**src/rtl/core/quadratic_root_solver_assert.svh**
```systemverilog
// ----------------------------------------------------------------------------
// Assertion macros for the quadratic root solver
// Immediate-implication and next-cycle checks on aclk, held off during reset.
// ----------------------------------------------------------------------------
`ifndef QUADRATIC_ROOT_SOLVER_ASSERT_SVH
`define QUADRATIC_ROOT_SOLVER_ASSERT_SVH

// Check cons in the same cycle as ante.
`define QRS_ASSERT_NOW(label, ante, cons, msg) \
    label: assert property (@(posedge aclk) disable iff (!aresetn) (ante) |-> (cons)) \
        else $error(msg);

// Check cons in the cycle after ante.
`define QRS_ASSERT_NEXT(label, ante, cons, msg) \
    label: assert property (@(posedge aclk) disable iff (!aresetn) (ante) |=> (cons)) \
        else $error(msg);

`endif

```
**src/rtl/core/qrs_sqrt_cell.sv**
```systemverilog
// ----------------------------------------------------------------------------
// qrs_sqrt_cell
// One restoring square-root step: takes two radicand bits, yields one root bit.
// ----------------------------------------------------------------------------
module qrs_sqrt_cell #(
    parameter int RAD_W  = 66,
    parameter int ROOT_W = 33
) (
    input  logic              aclk,
    input  logic              en,
    input  logic [RAD_W-1:0]  rad_in,
    input  logic [ROOT_W+1:0] rem_in,
    input  logic [ROOT_W-1:0] root_in,
    output logic [RAD_W-1:0]  rad_out,
    output logic [ROOT_W+1:0] rem_out,
    output logic [ROOT_W-1:0] root_out
);

    localparam int REM_W = ROOT_W + 2;

    logic [REM_W+1:0]  rem_sh;
    logic [REM_W+1:0]  trial;
    logic [REM_W+1:0]  diff;
    logic              ge;
    logic [RAD_W-1:0]  rad_reg,  rad_next;
    logic [REM_W-1:0]  rem_reg,  rem_next;
    logic [ROOT_W-1:0] root_reg, root_next;

    always_comb begin
        rem_sh    = {rem_in, rad_in[RAD_W-1 -: 2]};
        trial     = {2'b00, root_in, 2'b01};
        diff      = rem_sh - trial;
        ge        = (rem_sh >= trial);
        rem_next  = ge ? diff[REM_W-1:0] : rem_sh[REM_W-1:0];
        root_next = {root_in[ROOT_W-2:0], ge};
        rad_next  = {rad_in[RAD_W-3:0], 2'b00};
    end

    always_ff @(posedge aclk) begin
        if (en) begin
            rad_reg  <= rad_next;
            rem_reg  <= rem_next;
            root_reg <= root_next;
        end
    end

    assign rad_out  = rad_reg;
    assign rem_out  = rem_reg;
    assign root_out = root_reg;

endmodule

```
**config.mk**
```make
export PLATFORM = sky130hd
export DESIGN_NAME = qrs_sqrt_cell
export DESIGN_NICKNAME = d
export VERILOG_FILES = /design/src/rtl/core/quadratic_root_solver_assert.svh /design/src/rtl/core/qrs_sqrt_cell.sv
export SDC_FILE = /design/constraint.sdc
export NUM_CORES = 1
export LEC_CHECK = 0
export BUFFER_PORTS_ARGS = -buffer_cell sky130_fd_sc_hd__buf_4
export CORE_MARGIN = 2
export CORE_UTILIZATION = 28
export DETAILED_ROUTE_END_ITERATION = 8
export PLACE_DENSITY_LB_ADDON = 0.1
export SLEW_MARGIN = 10
export SYNTH_ARGS = -nofsm -noshare
export SYNTH_HDL_FRONTEND = slang
export SYNTH_SLANG_ARGS = --single-unit
```
**constraint.sdc**
```tcl
create_clock -name aclk -period 3.7 [get_ports aclk]
set_input_delay 0.555 -clock aclk [delete_from_list [all_inputs] [get_ports aclk]]
set_output_delay 0.555 -clock aclk [all_outputs]
set_load 0.05 [all_outputs]
```
Yosys cells after proc, flatten, opt, wreduce, memory -nomap -nowiden
Cells that the tools add are included.

Word-level logic and storage cells: 6. Register bits: 132. Bits of input ports: 136. Output and inout port bits: 134.

$lt $le $gt $ge: 1. Mux-type cells: 1. Add/subtract/negate cells: 1.

Operator list (count): >= comparator 37 x 35 -> 1 bit (1); 2-to-1 mux 35 bit (1); subtractor 35 bit (1).

Depth between registers and ports, before layout
Depth in word-level cells: 2. Depth in mapped cells: 13. Depth with buffers taken out: 10.

Worst setup path after synthesis
OpenSTA, ideal clock, no wires.

Kind: input to register. Start: input root_in[4]. End: register rem_reg[10] (netlist: rem_out[10]) (data pin). Cell stages on the path: 12. Path buffers: 2. Data required time: 3.440 ns. Arrival: 2.877 ns. Setup time: 0.260 ns. Setup slack: 0.562 ns. Cell sequence: inv_1 ha_1 o21a_1 o211ai_2 a311oi_1 nor4_2 a2111oi_2 o21a_2 o211a_1 buf_6 buf_12 mux2_4.

Word-level cells in the longest chain between the ends: 2. Elaborated cells between the ends (all ways): 3. Classes of those cells: add/sub (1); order compare (1); mux (1).

RTL lines: start, declared (line qrs_sqrt_cell.sv:13) `input logic [ROOT_W-1:0] root_in,`; subtractor 35 bit or >= comparator 37 x 35 -> 1 bit (tied branches) (line qrs_sqrt_cell.sv:32, qrs_sqrt_cell.sv:33); 2-to-1 mux 35 bit (*) (line qrs_sqrt_cell.sv:34) `rem_next = ge ? diff[REM_W-1:0] : rem_sh[REM_W-1:0];`; named net rem_next[10] (line qrs_sqrt_cell.sv:26) `logic [REM_W-1:0] rem_reg, rem_next;`; end signal, assigned (line qrs_sqrt_cell.sv:42) `rem_reg <= rem_next;`; end, declared (line qrs_sqrt_cell.sv:26).

The timed path passes the listed nets; every way through them passes the cells marked *. A chain may end at the register's enable or synchronous reset.

Worst setup path in the final report
Start: input root_in[3]. End: register rem_reg[22] (netlist: rem_out[22]) (data pin).

Same word-level chain as after synthesis.

==> results.ini <==
[run_status]
status=complete, no violations

[global_route]
track_usage=0.147
antenna_found_initial=0
grt-ovfl-total=0
grt_pass1_vias=5148
grt_pass1_wl_um=27900
grt_start_max_net_pins=69

[drt]
drt-pass1-iter-count=4
wl_per_cell_um=17.0
wl_um=18600
ant_nets=0
vias_per_cell=4.48
drt_iter0_markers=198
vias=4911
route.detailed.drc=0

[clock_tree]
cts.sinks=132
htree_num_levels=4
cts_hold_buffers=0
cts_setup_buffers=0
clockBufferDepth=2
tritoncts=yes
clkTransAtPathRegs_ns=0.06
cts_resized=0
root_buffer=clkbuf_16
cts_buffers=17

[synthesis]
synth_top_area_frac=0.598
synth_area_leaders=edfxtp_1, ha_1, mux2_4
seq_area_frac_synth=0.598
syn_area_per_cell_sq_um=13.6
syn_area_sq_um=6630
yosysWarnings=0
async_reset_ff_frac=0
synth_edf_count=132
synthCells=488
yosysTopAreaCell=edfxtp_1
synth_cell_types=57
ys_ff_latch=132
ys.flop_type=edfxtp_1

[sta]
finalCriticalPeriod_ns=3.10
final_hold_viol_count=0
setup_viol=0
min_period_over_period=0.837
grt_setup_unrepaired=false
max-slew-margin-rel=0.547
clock.fmax_ghz=0.323
final_max_slew_viol_count=0
tightest_slew_ns=0.679
fin_setup_tns_ns=0

[critical_path]
cp-end-kind=flop
path_cells=buf_4 -> inv_1 -> ha_1 -> o21a_1 -> o211ai_2 -> a311oi_1 -> nor4_2 -> a2111oi_2 -> o21a_2 -> o211a_2 -> buf_12 -> mux2_4
crit_required_ns=3.87
path_max_fanout=21
start_kind=input pin
crit_type=input pin to flop
critPathArrivalTime_ns=3.26
max_stage_delay_ns=0.41
critPathSlowestCell=a2111oi_2

[die]
die_x_um=158
die_h_um=158
core_sq_um=23300
num_rows=56
io_pins=270
dieArea_sq_um=24900
initial_utilization=0.284

[flow_run]
max_cap_violations=0

[place]
routabilityCongestion=0.766
dp_cells=1064
dp_hpwl_um=14600
portBuffers=267

[pwr]
powerDensity_nw_per_um2=534
ir_drop_v=0.000270
power_leakage_nw=4.28

[layout]
diodes=0
layout_commonest_cell=buf_4
stdcell_count=1096
nets=935
layout_common_cells=buf_4, edfxtp_1, inv_1
drive_above_1_share=0.448
area_growth_pct=44.8

[worst_hold_path]
hold_class=input pin to flop

-- stage by stage --
step,setup WS [ns],util,hold WS [ns],total power (W),instance area (sq um)
5_1_grt,0.462,0.411,0.286,0.00536,9590
3_5_place_dp,0.173,0.386,0.734,0.00344,8990
4_1_cts,0.628,0.411,0.289,0.00520,9590
6_report,0.605,0.411,0.307,0.00513,9590
2_1_floorplan,0.562,-,0.654,0.00293,6630
3_3_place_gp,0.259,0.386,0.734,0.00343,8990
-- critical path: cells and delay by family --
| kind | cells | cell delay (ns) |
|---|---|---|
| adders and majority gates | 1 | 0.38 |
| and+or+nand+nor | 1 | 0.14 |
| AOI/OAI and AO/OA | 6 | 1.52 |
| muxes | 1 | 0.32 |
| buffers and inverters | 3 | 0.34 |
-- cell type report --
type / count / area, sq um
fill: 2263 / 13700
sequential: 132 / 3960
multi-input combinational: 298 / 2380
timing repair buffer: 274 / 2100
clock buffer: 18 / 429
tap: 319 / 399
clock inverter: 14 / 169
inverter: 41 / 154
-- layer usage --
layer,wire length (um),up-vias,track usage
li1,-,2374,-
met1,7490,2328,0.171
met2,9210,196,0.256
met3,1720,13,0.0493
met4,199,0,0.0450
met5,0,-,0
-- where the power goes --
group          leakage, nW  internal (W)  switching, W
sequential            1.29       0.00184     0.0000461
clock                0.284       0.00102      0.000722
combinational         2.70      0.000558      0.000945
-- cells in the mapped netlist, types with 3 or more instances --
library cell and instances:
o21bai_1 3, mux2_2 6, inv_1 41, ha_1 35, and3_1 4, edfxtp_1 132
xor2_1 14, nand3_1 9, nor2b_1 4, a21o_1 26, xnor2_1 19, o21ai_0 12
clkbuf_1 10, o221ai_1 4, nand2_1 25, o21a_1 3, mux2i_1 3, mux2_4 25
a21oi_1 30, nor2_1 22, nand4_1 8, buf_12 3, a31o_2 3
-- final timing paths --
| path | end | from | depth (start not counted) |
|---|---|---|---|
| setup / recovery | rem_out[22] | root_in[3] | 12 |
| hold / removal | rad_out[40] | rad_in[38] | 1 |
-- cell families (layout without fill, tap and decap cells) --
kind of cell / Yosys count / after routing / share of synthesized area
adders and majority gates: 35 / 35 / 0.0661
and+or+nand+nor: 87 / 87 / 0.0640
buffers and inverters: 59 / 347 / 0.0432
DFF: 132 / 132 / 0.598
AOI/OAI and AO/OA: 107 / 107 / 0.113
other: 1 / 2 / 0.000566
xor gates and xnor gates: 33 / 33 / 0.0436
muxes: 34 / 34 / 0.0714
-- sequential cells by signal, summed over array words and instances (netlist names) --
name	flops
root_out	33
rem_out	35
rad_out	64
Note: power is estimated with default switching activity, not from simulation.
