===== config.mk =====
export PLATFORM = sky130hd
export DESIGN_NAME = qrs_div_cell
export DESIGN_NICKNAME = d
export VERILOG_FILES = /design/src/rtl/core/quadratic_root_solver_assert.svh /design/src/rtl/core/qrs_div_cell.sv
export SDC_FILE = /design/constraint.sdc
export NUM_CORES = 1
export LEC_CHECK = 0
export ABC_AREA = 1
export BUFFER_PORTS_ARGS = -buffer_cell sky130_fd_sc_hd__clkbuf_2
export CORE_MARGIN = 1.5
export CORE_UTILIZATION = 50
export CTS_CLUSTER_SIZE = 25
export DETAILED_ROUTE_END_ITERATION = 8
export PLACE_DENSITY = 0.82
export SETUP_SLACK_MARGIN = 0.02
export SLEW_MARGIN = 30
export SYNTH_ARGS = -nofsm -noshare
export SYNTH_HDL_FRONTEND = slang
export SYNTH_SLANG_ARGS = --single-unit

===== constraint.sdc =====
create_clock -name aclk -period 2.1 [get_ports aclk]
set_clock_uncertainty 0.1 [all_clocks]
set_input_delay 0 -clock aclk [delete_from_list [all_inputs] [get_ports aclk]]
set_output_delay 0 -clock aclk [all_outputs]
set_load 0.005 [all_outputs]

===== src/rtl/core/quadratic_root_solver_assert.svh =====
// ----------------------------------------------------------------------------
// Assertion macros for the quadratic root solver
// Immediate-implication and next-cycle checks on aclk, held off during reset.
// ----------------------------------------------------------------------------
`ifndef QUADRATIC_ROOT_SOLVER_ASSERT_SVH
`define QUADRATIC_ROOT_SOLVER_ASSERT_SVH

// Check cons in the same cycle as ante.
`define QRS_ASSERT_NOW(label, ante, cons, msg) \
    label: assert property (@(posedge aclk) disable iff (!aresetn) (ante) |-> (cons)) \
        else $error(msg);

// Check cons in the cycle after ante.
`define QRS_ASSERT_NEXT(label, ante, cons, msg) \
    label: assert property (@(posedge aclk) disable iff (!aresetn) (ante) |=> (cons)) \
        else $error(msg);

`endif


===== src/rtl/core/qrs_div_cell.sv =====
// ----------------------------------------------------------------------------
// qrs_div_cell
// One restoring division step: one dividend bit in, one quotient bit out.
// ----------------------------------------------------------------------------
module qrs_div_cell #(
    parameter int NUM_W = 50,
    parameter int DEN_W = 33
) (
    input  logic             aclk,
    input  logic             en,
    input  logic [NUM_W-1:0] num_in,
    input  logic [DEN_W-1:0] den_in,
    input  logic [DEN_W-1:0] rem_in,
    input  logic [DEN_W-1:0] quo_in,
    input  logic             sticky_in,
    output logic [NUM_W-1:0] num_out,
    output logic [DEN_W-1:0] den_out,
    output logic [DEN_W-1:0] rem_out,
    output logic [DEN_W-1:0] quo_out,
    output logic             sticky_out
);

    logic [DEN_W:0]   rem_sh;
    logic [DEN_W:0]   diff;
    logic             ge;
    logic [NUM_W-1:0] num_reg, num_next;
    logic [DEN_W-1:0] den_reg;
    logic [DEN_W-1:0] rem_reg, rem_next;
    logic [DEN_W-1:0] quo_reg, quo_next;
    logic             sticky_reg, sticky_next;

    always_comb begin
        rem_sh      = {rem_in, num_in[NUM_W-1]};
        diff        = rem_sh - {1'b0, den_in};
        ge          = (rem_sh >= {1'b0, den_in});
        rem_next    = ge ? diff[DEN_W-1:0] : rem_sh[DEN_W-1:0];
        quo_next    = {quo_in[DEN_W-2:0], ge};
        // remember any quotient bit pushed out the top
        sticky_next = sticky_in | quo_in[DEN_W-1];
        num_next    = {num_in[NUM_W-2:0], 1'b0};
    end

    always_ff @(posedge aclk) begin
        if (en) begin
            num_reg    <= num_next;
            den_reg    <= den_in;
            rem_reg    <= rem_next;
            quo_reg    <= quo_next;
            sticky_reg <= sticky_next;
        end
    end

    assign num_out    = num_reg;
    assign den_out    = den_reg;
    assign rem_out    = rem_reg;
    assign quo_out    = quo_reg;
    assign sticky_out = sticky_reg;

endmodule


# Word level (Yosys, flattened, before mapping)
# Cells that the tools add are included.
classes:
  bitwise_logic: 1
  mux: 1
  n_addsub: 1
  order_cmp: 1
op_table:
  columns: ["operator", "n"]
  rows:
  - ["greater-or-equal comparator 34 x 33 -> 1 bit", 1]
  - ["two-way mux 33 bit", 1]
  - ["subtractor 33 bit", 1]
  - ["bitwise OR 1 bit", 1]
totals:
  output_inout_bits: 150
  regBits: 149
  wordCells: 9
  in_bits: 152

# Logic depth before layout (Yosys ltp)
logic_depth:
  ltp_word: 2
  ltp_mapped: 15
  depth_no_buf: 15

# Worst setup path before layout
# No wires, ideal clock.
synth_timing:
  path_kind: "input-to-reg"
  from: "input port num_in[49]"
  to: "register rem_reg[25], in the netlist rem_out[25], data pin"
  path_buffers: 1
  setup_ns: 0.252
  path_slack_ns: 0.346
  arrival_time_ns: 1.401
  cell_stages: 13
  cell_sequence: "inv_1 > ha_1 > inv_1 > fa_1 > nand3_1 > nand3_2 > nand2_1 > nand2_2 > nand2_4 > nand2_8 > buf_12 > nand3_2 > nand2_1"
synth_via:
  elab_chain_len: 2
  elab_cells_between_ends: 3
synth_rtl:
  columns: ["element", "line", "source"]
  rows:
  - ["from (decl)", "qrs_div_cell.sv:11", "input logic [NUM_W-1:0] num_in,"]
  - ["subtractor 33 bit or greater-or-equal comparator 34 x 33 -> 1 bit (tied branches)", "qrs_div_cell.sv:34, qrs_div_cell.sv:35", null]
  - ["two-way mux 33 bit *", "qrs_div_cell.sv:36", "rem_next = ge ? diff[DEN_W-1:0] : rem_sh[DEN_W-1:0];"]
  - ["net rem_next[25]", "qrs_div_cell.sv:28", "logic [DEN_W-1:0] rem_reg, rem_next;"]
  - ["to (signal assigned)", "qrs_div_cell.sv:47", "rem_reg <= rem_next;"]
  - ["to (decl)", "qrs_div_cell.sv:28", null]
# The timed path passes the listed nets; every way through them passes the cells marked *.
# A chain may end at the register's enable or synchronous reset.

# Final worst setup path
layout_timing:
  from: "input port rem_in[10]"
  to: "register rem_reg[22], in the netlist rem_out[22], data pin"
layout_via:
  elab_chain_len: 2
  elab_cells_between_ends: 3
layout_rtl:
  columns: ["element", "line", "source"]
  rows:
  - ["from (decl)", "qrs_div_cell.sv:13", "input logic [DEN_W-1:0] rem_in,"]
  - ["subtractor 33 bit or greater-or-equal comparator 34 x 33 -> 1 bit (tied branches)", "qrs_div_cell.sv:34, qrs_div_cell.sv:35", null]
  - ["two-way mux 33 bit *", "qrs_div_cell.sv:36", null]
  - ["net rem_next[22]", "qrs_div_cell.sv:28", null]
# Marks and branches as above.

==> Implementation_results.wiki <==
{| class="wikitable"
! Metric !! Value
|-
| Mean number of vias per cell || 5.03
|-
| Primary FF master, synth || edfxtp_1
|-
| Port Buffers || 300
|-
| Yosys top cell area share || between 50% and 60%
|-
| Power per cell area || roughly 700 mW/mm²
|-
| Cell Count, Final, Fillers Out || 1,542
|-
| Most used cell along the critical path || nand2_1
|-
| Cell type with the highest aggregate area in the netlist || edfxtp_1
|-
| Endpoint type of the worst setup path || flop
|-
| Maxcap violations || 0
|-
| Cell types with the largest area share after synthesis || edfxtp_1 57%, nand2_1 14%, inv_1 7.6%
|-
| Worst Path Arrival || about 2.2 ns
|-
| Worst setup timing slack at the placement stage || -0.0492 ns
|-
| Crit-path cells || dlygate4sd3_1 > clkbuf_2 > ha_4 > nand2_1 > nor2_2 > buf_4 > and2_1 > nand2_1 > nand2_1 > nand2_1 > nand2_1 > nand2_1 > nand3_2 > nand2_1
|-
| Number of distinct library cells after synthesis || 34
|-
| Inst Count DP || ~1.4k
|-
| Fin. max-slew vios || 0
|-
| Most numerous cell types in the synthesized netlist || 292 x nand2_1, 158 x inv_1, 149 x edfxtp_1
|-
| Cells after synthesis || 836
|-
| Worst Hold Margin || -0.0262 ns
|-
| Clock root cell || clkbuf_16
|-
| CTS tree || done
|-
| Utilization after layout || between 70% and 80%
|-
| DR vias || roughly 7.8k
|-
| Initial DRT Pass Iterations || 6
|-
| Outcome || finished, violations left
|-
| Final hold violations || 2
|-
| GRT Overall Usage || approximately 33%
|-
| Number of buffers inserted during clock tree synthesis || 17
|-
| Fmax achieved || 0.485 GHz
|-
| Number of warnings issued by yosys || 0
|-
| Core outline area || roughly 0.015 mm²
|-
| Total congestion overflow after global routing || 0
|-
| Number of rows in the core area || 45
|-
| Number of enable flip-flop cells after synthesis || roughly 150
|-
| Routed length per placed instance || 18.1 µm
|-
| CP max-delay cell || dlygate4sd3_1
|-
| Vertical die dimension || between 100 and 150 µm
|-
| Fraction of the yosys area taken by sequential cells || a little under three fifths
|-
| Number of synthesized register bits || between 100 and 150
|-
| Fraction of registers with async set/reset || 0%
|-
| Worst IR drop on VDD || about 0.00070 V
|-
| Fraction of layout cells with a size suffix above 1 || between 30% and 40%
|-
| Nets || ~1.5k
|-
| Effective utilization at floorplan || 51.3%
|-
| Placed cell areas || 0.00966 mm²
|-
| Share of the cycle needed by the critical path after routing || between 90% and 100%
|-
| Residual DRC count || 0
|-
| Most instantiated library cell after synthesis || nand2_1
|-
| TritonCTS Sinks || ~150
|-
| Number of buffers and inverters on the critical path || 3
|-
| Boundary Pins || 302
|-
| Deepest clock path buffer count || 2
|-
| Family with the most delay on the worst path || simple AND/OR/NAND/NOR gates
|-
| CTS clock-pin slew for the worst setup and hold paths || approximately 0.070 ns
|-
| Largest fanout on the critical path || 4
|-
| Total Power || 8.65 mW
|-
| Multi-input gate area || roughly 0.0029 mm²
|-
| Time the worst path needs with I/O delays and setup || a little over 2 ns
|-
| Cell depth of the worst hold path || 4
|-
| Relative area change from synthesis to final layout || 54.4%
|-
| Required time of the critical path || between 2 and 2.5 ns
|-
| Remaining antenna violation count || 0
|-
| Mapped cell area || 0.00783 mm²
|-
| Unrepaired setup endpoints after global routing || true
|-
| Final non-filler cell area || ~0.012 mm²
|-
| Number of levels in the clock H-tree || 4
|-
| DIE AREA || about 0.016 mm²
|-
| # fillers || approximately 940
|-
| Delay of the slowest cell on the worst path || 0.56 ns
|-
| Static Leakage || 6.08 nW
|-
| Post-synth net total || 1,022
|-
| Crit path setup slack, layout || 0.0389 ns
|-
| Violated checks || hold timing
|-
| Critical path launch point type || input port
|-
| Post-synthesis average cell area || ~9.4 µm²
|-
| Path length in cells of the critical path || 14
|-
| 1st-iter DRT viols || about 660
|-
| Largest net degree at the start of global routing || 55
|-
| Placer Congestion || around 0.9
|-
| Die extent in x || 128 µm
|-
| Vias in the first global route || 7,666
|-
| Crit Path Class || in2reg
|-
| Number of antenna violations at the first check in global routing || 1
|-
| Number of endpoints failing setup at the final stage || 0
|-
| Total wire length || 27,800 µm
|-
| First-pass GRT wire length || 40,800 µm
|-
| Post-DP HPWL || between 15,000 and 20,000 µm
|-
| Min-Delay Path Class || in2reg
|-
| Flip-flop and latch area || approximately 0.0045 mm²
|}
==> cell families (layout without fill, tap and decap cells) <==
family / count (synthesis) / count (layout) / synth area share [%]
simple gates: 444 / 446 / 25.3
fa+ha+maj: 34 / 34 / 5.53
compound gates: 25 / 25 / 1.69
flops: 149 / 149 / 57.2
other cells: 1 / 2 / 0.0479
buf+inv: 169 / 661 / 8.70
xor+xnor: 14 / 14 / 1.57
==> report_power, final <==
group | internal [mW] | total, mW | switching, mW
Clock | 1.66 | 3.04 | 1.38
Sequential | 3.61 | 3.71 | 0.0955
Combinational | 0.844 | 1.90 | 1.06
Total | 6.12 | 8.65 | 2.53
==> registers in the layout, summed over array words and instances, names as in the netlist <==
signal,count
num_out,49
rem_out,33
quo_out,33
den_out,33
sticky_out,1
==> what timing repair did <==
item,CTS,global route
gates resized for setup,0,45
endpoints found under the setup margin,0,34
endpoints found under the hold margin,181,2
hold buffers,149,2
buffers inserted,0,6
==> cell usage in the layout, fill, tap and decap left out, types with 2 or more instances in the layout <==
cell            synthesis  routed
xor2_1                 13      13
nor2_1                 39      29
inv_2                   1       2
inv_1                 158     157
nand2_1               292     282
inv_8                   0       2
edfxtp_1              149     149
clkbuf_16               0      19
dlygate4sd3_1           0     149
buf_12                  1       6
nor2_2                  4      12
buf_6                   1       2
inv_6                   0       6
ha_1                   33      26
nand2_4                 1       2
nor2_4                  1       3
a21o_1                  2       2
ha_4                    0       7
nand2_8                 1       3
nor3_2                  1       2
nand2_2                 6      15
and2_1                  5       5
or2_2                   3       3
clkinvlp_4              0       3
dlymetal6s4s_1          0       2
nand4_1                 3       3
nor3_1                  8       6
clkbuf_2                0     296
nand3_2                15      15
a21oi_1                21      20
nor3_4                  1       2
nand3_1                53      53
buf_4                   1      14
nand3b_1               10      10
==> per-layer routing <==
metal | vias up | routed length [µm] | track usage [%]
li1 | 3642 | - | -
met1 | 3560 | 9890 | 36.7
met2 | 431 | 14000 | 58.2
met3 | 125 | 2260 | 8.31
met4 | 2 | 1650 | 19.2
met5 | - | 13 | 0
==> path summary, 6_finish.rpt <==
path	start	end	slack, ns
min	rem_in[0]	rem_out[1]$_DFFE_PP_	-0.03
max	rem_in[10]	rem_out[22]$_DFFE_PP_	0.04
==> final cells by class <==
cell class,count,area share [%]
Antenna cell,1,0.0207
Clock buffer,17,3.52
Clock inverter,14,1.17
Inverter,159,4.94
Multi-Input combinational cell,520,23.9
Sequential cell,149,37.0
Tap cell,211,2.18
Timing Repair Buffer,471,27.3
==> per-stage QoR <==
step	TNS, ns	hold slack (ns)
after floorplan	0	-0.00113
after global placement	-0.0475	0.0768
after detailed placement	-0.0736	0.0786
after CTS	0	-0.154
after global routing	0	0.00628
final	0	-0.0262
(Power assumes the default switching activity.)
